**config.mk**
```make
export PLATFORM = sky130hd
export DESIGN_NAME = cidr_blacklist_whitelist_filter
export DESIGN_NICKNAME = d
export VERILOG_FILES = /design/src/hw/rtl/cbwf_pkg.sv /design/src/hw/rtl/cbwf_front.sv /design/src/hw/rtl/cbwf_queue.sv /design/src/hw/rtl/cbwf_back.sv /design/src/hw/rtl/cidr_blacklist_whitelist_filter.sv
export SDC_FILE = /design/constraint.sdc
export NUM_CORES = 2
export LEC_CHECK = 0
export ABC_AREA = 1
export BUFFER_PORTS_ARGS = -buffer_cell sky130_fd_sc_hd__buf_2
export CORE_UTILIZATION = 55
export DETAILED_ROUTE_END_ITERATION = 16
export GPL_TIMING_DRIVEN = 0
export PLACE_DENSITY_LB_ADDON = 0.3
export SLEW_MARGIN = 20
export SYNTH_ARGS = -nofsm -noshare
export SYNTH_HDL_FRONTEND = slang
export SYNTH_SLANG_ARGS = --single-unit
```
**constraint.sdc**
```tcl
create_clock -name aclk -period 14.45 [get_ports aclk]
set_input_delay 1.445 -clock aclk [delete_from_list [all_inputs] [get_ports aclk]]
set_output_delay 1.445 -clock aclk [all_outputs]
set_load 0.05 [all_outputs]
```
**src/hw/rtl/cbwf_pkg.sv**
```systemverilog
package cbwf_pkg;

    localparam int MAX_RULES_DEF = 16;
    localparam int ADDR_W        = 128;
    localparam int HALF_W        = 64;
    localparam int PLEN_W        = 8;
    localparam int OP_W          = 2;
    localparam int COUNT_OUT_W   = 5;
    localparam int QUEUE_DEPTH   = 2;

    localparam logic [PLEN_W-1:0] PLEN_MAX = 8'd128;

    localparam logic [OP_W-1:0] OP_CLEAR = 2'd0;
    localparam logic [OP_W-1:0] OP_ADD   = 2'd1;
    localparam logic [OP_W-1:0] OP_CHECK = 2'd2;

    typedef struct packed {
        logic [OP_W-1:0]   op;
        logic              is_white;
        logic [ADDR_W-1:0] addr;
        logic [PLEN_W-1:0] plen;
    } item_t;

    // Handshake between the queue and the back end.
    typedef struct packed {
        logic  valid;
        item_t item;
    } queue_head_t;

endpackage

```
**src/hw/rtl/cbwf_front.sv**
```systemverilog
module cbwf_front
    import cbwf_pkg::*;
(
    input  logic                    s_valid,
    output logic                    s_ready,
    input  logic [OP_W-1:0]         s_operation,
    input  logic                    s_list_kind,
    input  logic [HALF_W-1:0]       s_address_high,
    input  logic [HALF_W-1:0]       s_address_low,
    input  logic [PLEN_W-1:0]       s_prefix_length,
    input  logic                    q_full,
    output logic                    q_push,
    output item_t                   q_push_item
);

    logic [PLEN_W-1:0] plen_sat;

    // Prefix lengths beyond the address width cover the whole address.
    assign plen_sat = (s_prefix_length > PLEN_MAX) ? PLEN_MAX : s_prefix_length;

    assign s_ready = !q_full;
    assign q_push  = s_valid && !q_full;

    always_comb begin
        q_push_item.op       = s_operation;
        q_push_item.is_white = s_list_kind;
        q_push_item.addr     = {s_address_high, s_address_low};
        q_push_item.plen     = (s_operation == OP_ADD) ? plen_sat : '0;
    end

endmodule

```
**src/hw/rtl/cbwf_queue.sv**
```systemverilog
module cbwf_queue
    import cbwf_pkg::*;
(
    input  logic        aclk,
    input  logic        aresetn,
    input  logic        push,
    input  item_t       push_item,
    output logic        full,
    input  logic        pop,
    output queue_head_t head
);

    localparam int PTR_W = (QUEUE_DEPTH > 1) ? $clog2(QUEUE_DEPTH) : 1;
    localparam int CNT_W = $clog2(QUEUE_DEPTH + 1);

    item_t             slot_reg [QUEUE_DEPTH];
    logic [PTR_W-1:0]  wr_ptr_reg, wr_ptr_next;
    logic [PTR_W-1:0]  rd_ptr_reg, rd_ptr_next;
    logic [CNT_W-1:0]  count_reg, count_next;
    logic              do_push, do_pop;

    assign full      = (count_reg == CNT_W'(QUEUE_DEPTH));
    assign do_push   = push && !full;
    assign do_pop    = pop && (count_reg != '0);
    assign head.valid = (count_reg != '0);
    assign head.item  = slot_reg[rd_ptr_reg];

    always_comb begin
        wr_ptr_next = wr_ptr_reg;
        rd_ptr_next = rd_ptr_reg;
        count_next  = count_reg;
        if (do_push) begin
            wr_ptr_next = (wr_ptr_reg == PTR_W'(QUEUE_DEPTH - 1)) ? '0 : wr_ptr_reg + 1'b1;
        end
        if (do_pop) begin
            rd_ptr_next = (rd_ptr_reg == PTR_W'(QUEUE_DEPTH - 1)) ? '0 : rd_ptr_reg + 1'b1;
        end
        if (do_push && !do_pop) begin
            count_next = count_reg + 1'b1;
        end else if (do_pop && !do_push) begin
            count_next = count_reg - 1'b1;
        end
    end

    always_ff @(posedge aclk) begin
        if (!aresetn) begin
            wr_ptr_reg <= '0;
            rd_ptr_reg <= '0;
            count_reg  <= '0;
        end else begin
            wr_ptr_reg <= wr_ptr_next;
            rd_ptr_reg <= rd_ptr_next;
            count_reg  <= count_next;
        end
    end

    always_ff @(posedge aclk) begin
        if (do_push) begin
            slot_reg[wr_ptr_reg] <= push_item;
        end
    end

endmodule

```
**src/hw/rtl/cbwf_back.sv**
```systemverilog
module cbwf_back
    import cbwf_pkg::*;
#(
    parameter int MAX_RULES = MAX_RULES_DEF
) (
    input  logic                   aclk,
    input  logic                   aresetn,
    input  queue_head_t            head,
    output logic                   pop,
    output logic                   m_valid,
    input  logic                   m_ready,
    output logic                   m_allowed,
    output logic                   m_status,
    output logic [COUNT_OUT_W-1:0] m_black_count,
    output logic [COUNT_OUT_W-1:0] m_white_count
);

    localparam int IDX_W = (MAX_RULES > 1) ? $clog2(MAX_RULES) : 1;
    localparam int CNT_W = $clog2(MAX_RULES + 1);
    localparam int USE_W = CNT_W + 1;

    localparam logic [1:0] ST_IDLE = 2'd0;
    localparam logic [1:0] ST_SCAN = 2'd1;

    typedef struct packed {
        logic [ADDR_W-1:0] net;
        logic [PLEN_W-1:0] plen;
        logic              is_white;
    } entry_t;

    localparam logic [ADDR_W-1:0] ALL_ONES = {ADDR_W{1'b1}};

    entry_t            table_mem [MAX_RULES];
    entry_t            rd_data_reg;
    entry_t            wr_data;
    logic              wr_en;
    logic [IDX_W-1:0]  wr_addr;
    logic              rd_en;
    logic [IDX_W-1:0]  rd_addr;

    logic [1:0]        state_reg, state_next;
    logic [CNT_W-1:0]  black_reg, black_next;
    logic [CNT_W-1:0]  white_reg, white_next;
    logic [CNT_W-1:0]  issue_reg, issue_next;
    logic              rd_vld_reg, rd_vld_next;
    logic              black_hit_reg, black_hit_next;
    logic              white_hit_reg, white_hit_next;
    logic [ADDR_W-1:0] chk_addr_reg, chk_addr_next;

    logic              out_valid_reg, out_valid_next;
    logic              out_allowed_reg, out_allowed_next;
    logic              out_status_reg, out_status_next;
    logic [CNT_W-1:0]  out_black_reg, out_black_next;
    logic [CNT_W-1:0]  out_white_reg, out_white_next;

    logic [USE_W-1:0]  used;
    logic              out_free;
    logic              load_out;
    logic [ADDR_W-1:0] entry_mask;
    logic              entry_hit;

    assign used     = USE_W'(black_reg) + USE_W'(white_reg);
    assign out_free = !out_valid_reg || m_ready;

    assign entry_mask = ~(ALL_ONES >> rd_data_reg.plen);
    assign entry_hit  = (((chk_addr_reg ^ rd_data_reg.net) & entry_mask) == '0);

    always_comb begin
        state_next       = state_reg;
        black_next       = black_reg;
        white_next       = white_reg;
        issue_next       = issue_reg;
        rd_vld_next      = 1'b0;
        black_hit_next   = black_hit_reg;
        white_hit_next   = white_hit_reg;
        chk_addr_next    = chk_addr_reg;
        out_allowed_next = out_allowed_reg;
        out_status_next  = out_status_reg;
        load_out         = 1'b0;
        pop              = 1'b0;
        wr_en            = 1'b0;
        wr_addr          = used[IDX_W-1:0];
        wr_data.net      = head.item.addr;
        wr_data.plen     = head.item.plen;
        wr_data.is_white = head.item.is_white;
        rd_en            = 1'b0;
        rd_addr          = issue_reg[IDX_W-1:0];

        case (state_reg)
            ST_IDLE: begin
                if (head.valid && out_free) begin
                    pop              = 1'b1;
                    out_allowed_next = 1'b0;
                    out_status_next  = 1'b0;
                    case (head.item.op)
                        OP_CLEAR: begin
                            black_next = '0;
                            white_next = '0;
                            load_out   = 1'b1;
                        end
                        OP_ADD: begin
                            load_out = 1'b1;
                            if (used >= USE_W'(MAX_RULES)) begin
                                out_status_next = 1'b1;
                            end else begin
                                wr_en = 1'b1;
                                if (head.item.is_white) begin
                                    white_next = white_reg + 1'b1;
                                end else begin
                                    black_next = black_reg + 1'b1;
                                end
                            end
                        end
                        OP_CHECK: begin
                            if (used == '0) begin
                                out_allowed_next = 1'b1;
                                load_out         = 1'b1;
                            end else begin
                                chk_addr_next  = head.item.addr;
                                issue_next     = '0;
                                black_hit_next = 1'b0;
                                white_hit_next = 1'b0;
                                state_next     = ST_SCAN;
                            end
                        end
                        default: begin
                            load_out = 1'b1;
                        end
                    endcase
                end
            end
            ST_SCAN: begin
                // Reads run one entry ahead of the compare.
                if (USE_W'(issue_reg) < used) begin
                    rd_en       = 1'b1;
                    rd_vld_next = 1'b1;
                    issue_next  = issue_reg + 1'b1;
                end
                if (rd_vld_reg && entry_hit) begin
                    if (rd_data_reg.is_white) begin
                        white_hit_next = 1'b1;
                    end else begin
                        black_hit_next = 1'b1;
                    end
                end
                if ((USE_W'(issue_reg) == used) && !rd_vld_reg && out_free) begin
                    out_allowed_next = !black_hit_reg && ((white_reg == '0) || white_hit_reg);
                    out_status_next  = 1'b0;
                    load_out         = 1'b1;
                    state_next       = ST_IDLE;
                end
            end
            default: begin
                state_next = ST_IDLE;
            end
        endcase

        if (load_out) begin
            out_valid_next = 1'b1;
            out_black_next = black_next;
            out_white_next = white_next;
        end else begin
            out_valid_next = out_valid_reg && !m_ready;
            out_black_next = out_black_reg;
            out_white_next = out_white_reg;
        end
    end

    always_ff @(posedge aclk) begin
        if (!aresetn) begin
            state_reg     <= ST_IDLE;
            black_reg     <= '0;
            white_reg     <= '0;
            issue_reg     <= '0;
            rd_vld_reg    <= 1'b0;
            black_hit_reg <= 1'b0;
            white_hit_reg <= 1'b0;
            out_valid_reg <= 1'b0;
        end else begin
            state_reg     <= state_next;
            black_reg     <= black_next;
            white_reg     <= white_next;
            issue_reg     <= issue_next;
            rd_vld_reg    <= rd_vld_next;
            black_hit_reg <= black_hit_next;
            white_hit_reg <= white_hit_next;
            out_valid_reg <= out_valid_next;
        end
    end

    always_ff @(posedge aclk) begin
        chk_addr_reg    <= chk_addr_next;
        out_allowed_reg <= out_allowed_next;
        out_status_reg  <= out_status_next;
        out_black_reg   <= out_black_next;
        out_white_reg   <= out_white_next;
    end

    always_ff @(posedge aclk) begin
        if (wr_en) begin
            table_mem[wr_addr] <= wr_data;
        end
        if (rd_en) begin
            rd_data_reg <= table_mem[rd_addr];
        end
    end

    assign m_valid       = out_valid_reg;
    assign m_allowed     = out_allowed_reg;
    assign m_status      = out_status_reg;
    assign m_black_count = COUNT_OUT_W'(out_black_reg);
    assign m_white_count = COUNT_OUT_W'(out_white_reg);

`ifndef SYNTH
    a_used_bound: assert property (@(posedge aclk) disable iff (!aresetn)
        used <= USE_W'(MAX_RULES))
        else $error("rule table holds more entries than it has room for");

    a_full_status: assert property (@(posedge aclk) disable iff (!aresetn)
        (out_valid_reg && out_status_reg) |-> (used == USE_W'(MAX_RULES)))
        else $error("table full reported while the table has room");

    a_status_excl: assert property (@(posedge aclk) disable iff (!aresetn)
        out_valid_reg |-> !(out_status_reg && out_allowed_reg))
        else $error("result both allowed and flagged full");

    a_read_in_scan: assert property (@(posedge aclk) disable iff (!aresetn)
        rd_vld_reg |-> (state_reg == ST_SCAN))
        else $error("table read data pending outside a scan");

    a_no_pop_in_scan: assert property (@(posedge aclk) disable iff (!aresetn)
        (state_reg == ST_SCAN) |-> !pop)
        else $error("queue popped while a check is in progress");
`endif

endmodule

```
**src/hw/rtl/cidr_blacklist_whitelist_filter.sv**
```systemverilog
// Prefix access filter over a table of up to MAX_RULES 128-bit networks, each
// tagged blacklist or whitelist; a small input queue lets new transfers be
// taken while the table engine works. Clear, add and unknown operations
// finish in the engine without a table scan. A check reads the table one
// entry per cycle through its single read port, once for each stored rule
// (an empty table is answered without a read). A check is denied on any
// blacklist hit, or when whitelist rules exist and none matches.
module cidr_blacklist_whitelist_filter
    import cbwf_pkg::*;
#(
    parameter int MAX_RULES = MAX_RULES_DEF
) (
    input  logic                   aclk,
    input  logic                   aresetn,
    input  logic                   s_valid,
    output logic                   s_ready,
    input  logic [OP_W-1:0]        s_operation,
    input  logic                   s_list_kind,
    input  logic [HALF_W-1:0]      s_address_high,
    input  logic [HALF_W-1:0]      s_address_low,
    input  logic [PLEN_W-1:0]      s_prefix_length,
    output logic                   m_valid,
    input  logic                   m_ready,
    output logic                   m_allowed,
    output logic                   m_status,
    output logic [COUNT_OUT_W-1:0] m_black_count,
    output logic [COUNT_OUT_W-1:0] m_white_count
);

    logic        q_full;
    logic        q_push;
    item_t       q_push_item;
    logic        q_pop;
    queue_head_t q_head;

    cbwf_front u_front (
        .s_valid         (s_valid),
        .s_ready         (s_ready),
        .s_operation     (s_operation),
        .s_list_kind     (s_list_kind),
        .s_address_high  (s_address_high),
        .s_address_low   (s_address_low),
        .s_prefix_length (s_prefix_length),
        .q_full          (q_full),
        .q_push          (q_push),
        .q_push_item     (q_push_item)
    );

    cbwf_queue u_queue (
        .aclk      (aclk),
        .aresetn   (aresetn),
        .push      (q_push),
        .push_item (q_push_item),
        .full      (q_full),
        .pop       (q_pop),
        .head      (q_head)
    );

    cbwf_back #(
        .MAX_RULES (MAX_RULES)
    ) u_back (
        .aclk          (aclk),
        .aresetn       (aresetn),
        .head          (q_head),
        .pop           (q_pop),
        .m_valid       (m_valid),
        .m_ready       (m_ready),
        .m_allowed     (m_allowed),
        .m_status      (m_status),
        .m_black_count (m_black_count),
        .m_white_count (m_white_count)
    );

endmodule
```
==> results.toml <==
[floorplanning]
dieArea_mm2 = 0.198
core_area_mm2 = 0.195
row_count = 162
ios = 157
die_y_um = 445
floorplan.initialDensity = 0.554
die_x_um = 445

[pwr]
clock_power_share = 0.363
swShare = 0.248
combPwrFrac = 0.112
seq_power_share = 0.525
vdd_drop_max_uv = 175
p_int_uw = 14600
switchingPower_uw = 4810
power.density_mw_per_mm2 = 156
leakage_uw = 0.0412

[timing]
rsz0062_at_grt = "no"
setup_viol = 0
period_share = 0.364
setup_ws_ns = 9.19
hold_ws_ns = 0.477
maxSlewHeadroom = 0.208
fin_skew_ns = 0.0607
fmax_mhz = 190
worst_slew_pin_slew_ns = 1.19
fin_crit_ns = 5.26
report.final.slew_viol_count = 0
final_hold_viol_count = 0

[drt]
wl_per_cell_um = 26.9
top_layer = "met5"
vias = 69430
drt-pass1-iter-count = 6
wl_met3_um = 31100
wl_met1_um = 116000
finalWirelength_um = 301000
drc = 0
dr_wl_met2_um = 141000
first_iter_violations = 9801
postRouteAntennaNets = 0
vias_per_cell = 6.20

[finish]
drive_gt1_frac = 0.0967
layout_common_cells = "2747 x edfxtp_1, 1354 x nor2_1, 1085 x nand2_1"
num-fill-cells = 13824
finalNetCount = 8529
final_common_cell = "edfxtp_1"
largest_reg_flops = 2192
area_growth_pct = 14.9

[logic_synthesis]
synthXorXnorAreaFrac = 0.00624
synth_compound_area_frac = 0.0782
yosysSeqAreaShare = 0.768
synth.top_cell.area_share = 0.763
ys_top_cells_by_area = "edfxtp_1 76%, nor2_1 4.8%, nand2_1 3.8%"
synth-async-reset-ratio = 0
yosys_warnings = 0
syn-num-nets = 7930
synth_edf_count = 2747
synth_cells = 7771
syn_area_mm2 = 0.108
dominantRegCellSynth = "edfxtp_1"
yosysTopAreaCell = "edfxtp_1"
synthAdderAreaFrac = 0.00192
ys_types = 43
avgSynthCellArea_um2 = 13.9
synth_mux_area_frac = 0.0205
synth_top_family_by_area = "simple AND/OR/NAND/NOR gates"
ys_ff_latch = 2772
synth-simple-area-share = 0.102

[global_routing]
grt_pass1_vias = 66911
grt_pass1_wl_um = 439000
track_usage = 0.302
antenna_found_initial = 26
overflow = 0
grt_max_degree = 76

[critical_path]
path_buf_inv = 8
cp.arrival_ns = 5.81
slowest_delay_ns = 0.74
cp.required_ns = 14.99
cp-start-kind = "flop"
end_kind = "flop"
crit_top_cell = "buf_2"
path_class = "reg2reg"
cp_slowest_cell = "clkbuf_1"
crit_path_max_fanout = 75
path_cells = "buf_2 -> buf_2 -> clkinv_1 -> buf_2 -> buf_2 -> clkbuf_1 -> ha_1 -> nor2_1 -> o2111ai_1 -> nand4_1 -> inv_8 -> buf_16"
crit_family = "buffers and inverters"

[placement]
hpwlAfterDp_um = 206000
routabilityCongestion = 0.931
preCtsSetupSlack_ns = 9.26
port_buffers = 156

[clock_tree]
cts_sinks = 2772
htree_levels = 5
cts_resized = 0
cts-root-buf = "clkbuf_16"
ctsHoldBuffers = 0
cts.clk_slew.worst_paths_ns = 0.06
clockBufferDepth = 4
cts_setup_buffers = 0
numCtsBuffers = 288
clk_latency_ns = 0.95
cts_tree = "done"

[status]
outcome = "finished, final reports clean"

[job]
drv_cap = 0

[worst_hold_path]
hp-class = "reg2reg"
==> logic make-up (layout without fill, tap and decap cells) <==
| family | count (synthesis) | in the layout |
|---|---|---|
| buffers and inverters | 645 | 1439 |
| adders and majority gates | 16 | 16 |
| xor gates and xnor gates | 77 | 77 |
| and+or+nand+nor | 2795 | 2795 |
| other | 0 | 14 |
| AOI/OAI and AO/OA | 1245 | 1245 |
| muxes | 221 | 221 |
| DFF | 2772 | 2772 |
==> final timing paths <==
kind                                            from  cells after the start  slack [ns]                endpoint
worst max-delay path             u_back.issue_reg[0]                     12        9.19  u_back.rd_data_reg[47]
worst min register to register  u_back.white_hit_reg                      2        0.48    u_back.white_hit_reg
worst max register to register   u_back.issue_reg[0]                     12        9.19  u_back.rd_data_reg[47]
worst min-delay path            u_back.white_hit_reg                      2        0.48    u_back.white_hit_reg
==> power by group through the flow <==
stage               clock network [µW]  registers, µW  logic (µW)
CTS                               7080          10200        2150
floorplan                            0          10400        1100
global placement                     0          10500        1940
detailed placement                   0          10300        2140
global route                      7390          10200        2340
finish                            7040          10200        2170
==> stage by stage <==
stage	setup TNS [ns]	utilization	total power (µW)	area [µm²]	cells
floorplan	0	-	11500	108000	7771
global placement	-1661.53	0.575	12400	112000	10551
detailed placement	0	0.592	12500	115000	10704
CTS	0	0.637	19400	124000	11189
global route	0	0.637	19900	124000	11195
finish	0	0.637	19400	124000	11203
==> area by class of cell <==
cell class | count | area [µm²] | area share
tap | 2624 | 3280 | 0.0264
buffer | 459 | 1900 | 0.0153
sequential | 2772 | 83000 | 0.668
clock buffer | 372 | 7720 | 0.0622
clock inverter | 113 | 1010 | 0.00812
timing repair buffer | 309 | 3860 | 0.0311
inverter | 186 | 713 | 0.00574
antenna | 14 | 35.0 | 0.000282
multi-input combinational | 4354 | 22700 | 0.183
==> metal layers <==
| metal | up-vias | global-route usage |
|---|---|---|
| met2 | 4186 | 0.473 |
| met3 | 646 | 0.0575 |
| li1 | 30043 | - |
| met1 | 34545 | 0.417 |
| met5 | - | 0 |
| met4 | 10 | 0.126 |
==> synth_stat cells, types with 5 or more instances <==
cell,count
o21ai_0,594
buf_2,85
edfxtp_1,2747
nand2_1,1085
inv_1,179
nand2_2,6
o221ai_1,221
o21ai_1,7
nor2_1,1371
ha_1,15
nand4_1,13
a21oi_1,28
o211ai_1,54
nor3_1,13
clkbuf_1,330
nor2_4,5
inv_2,5
xnor2_1,15
dfxtp_1,25
nor2_2,5
o32ai_1,327
mux2i_1,221
buf_1,40
nor4_1,5
xor2_1,62
nand3_1,283
==> worst reg2reg max path, stage by stage, from the launching register on <==
cell	delay, ns
dfxtp_1	0.31
buf_2	0.28
buf_2	0.43
clkinv_1	0.18
buf_2	0.37
buf_2	0.54
clkbuf_1	0.75
ha_1	0.28
nor2_1	0.05
o2111ai_1	0.16
nand4_1	0.34
inv_8	0.57
buf_16	0.48
(Power assumes the default switching activity.)
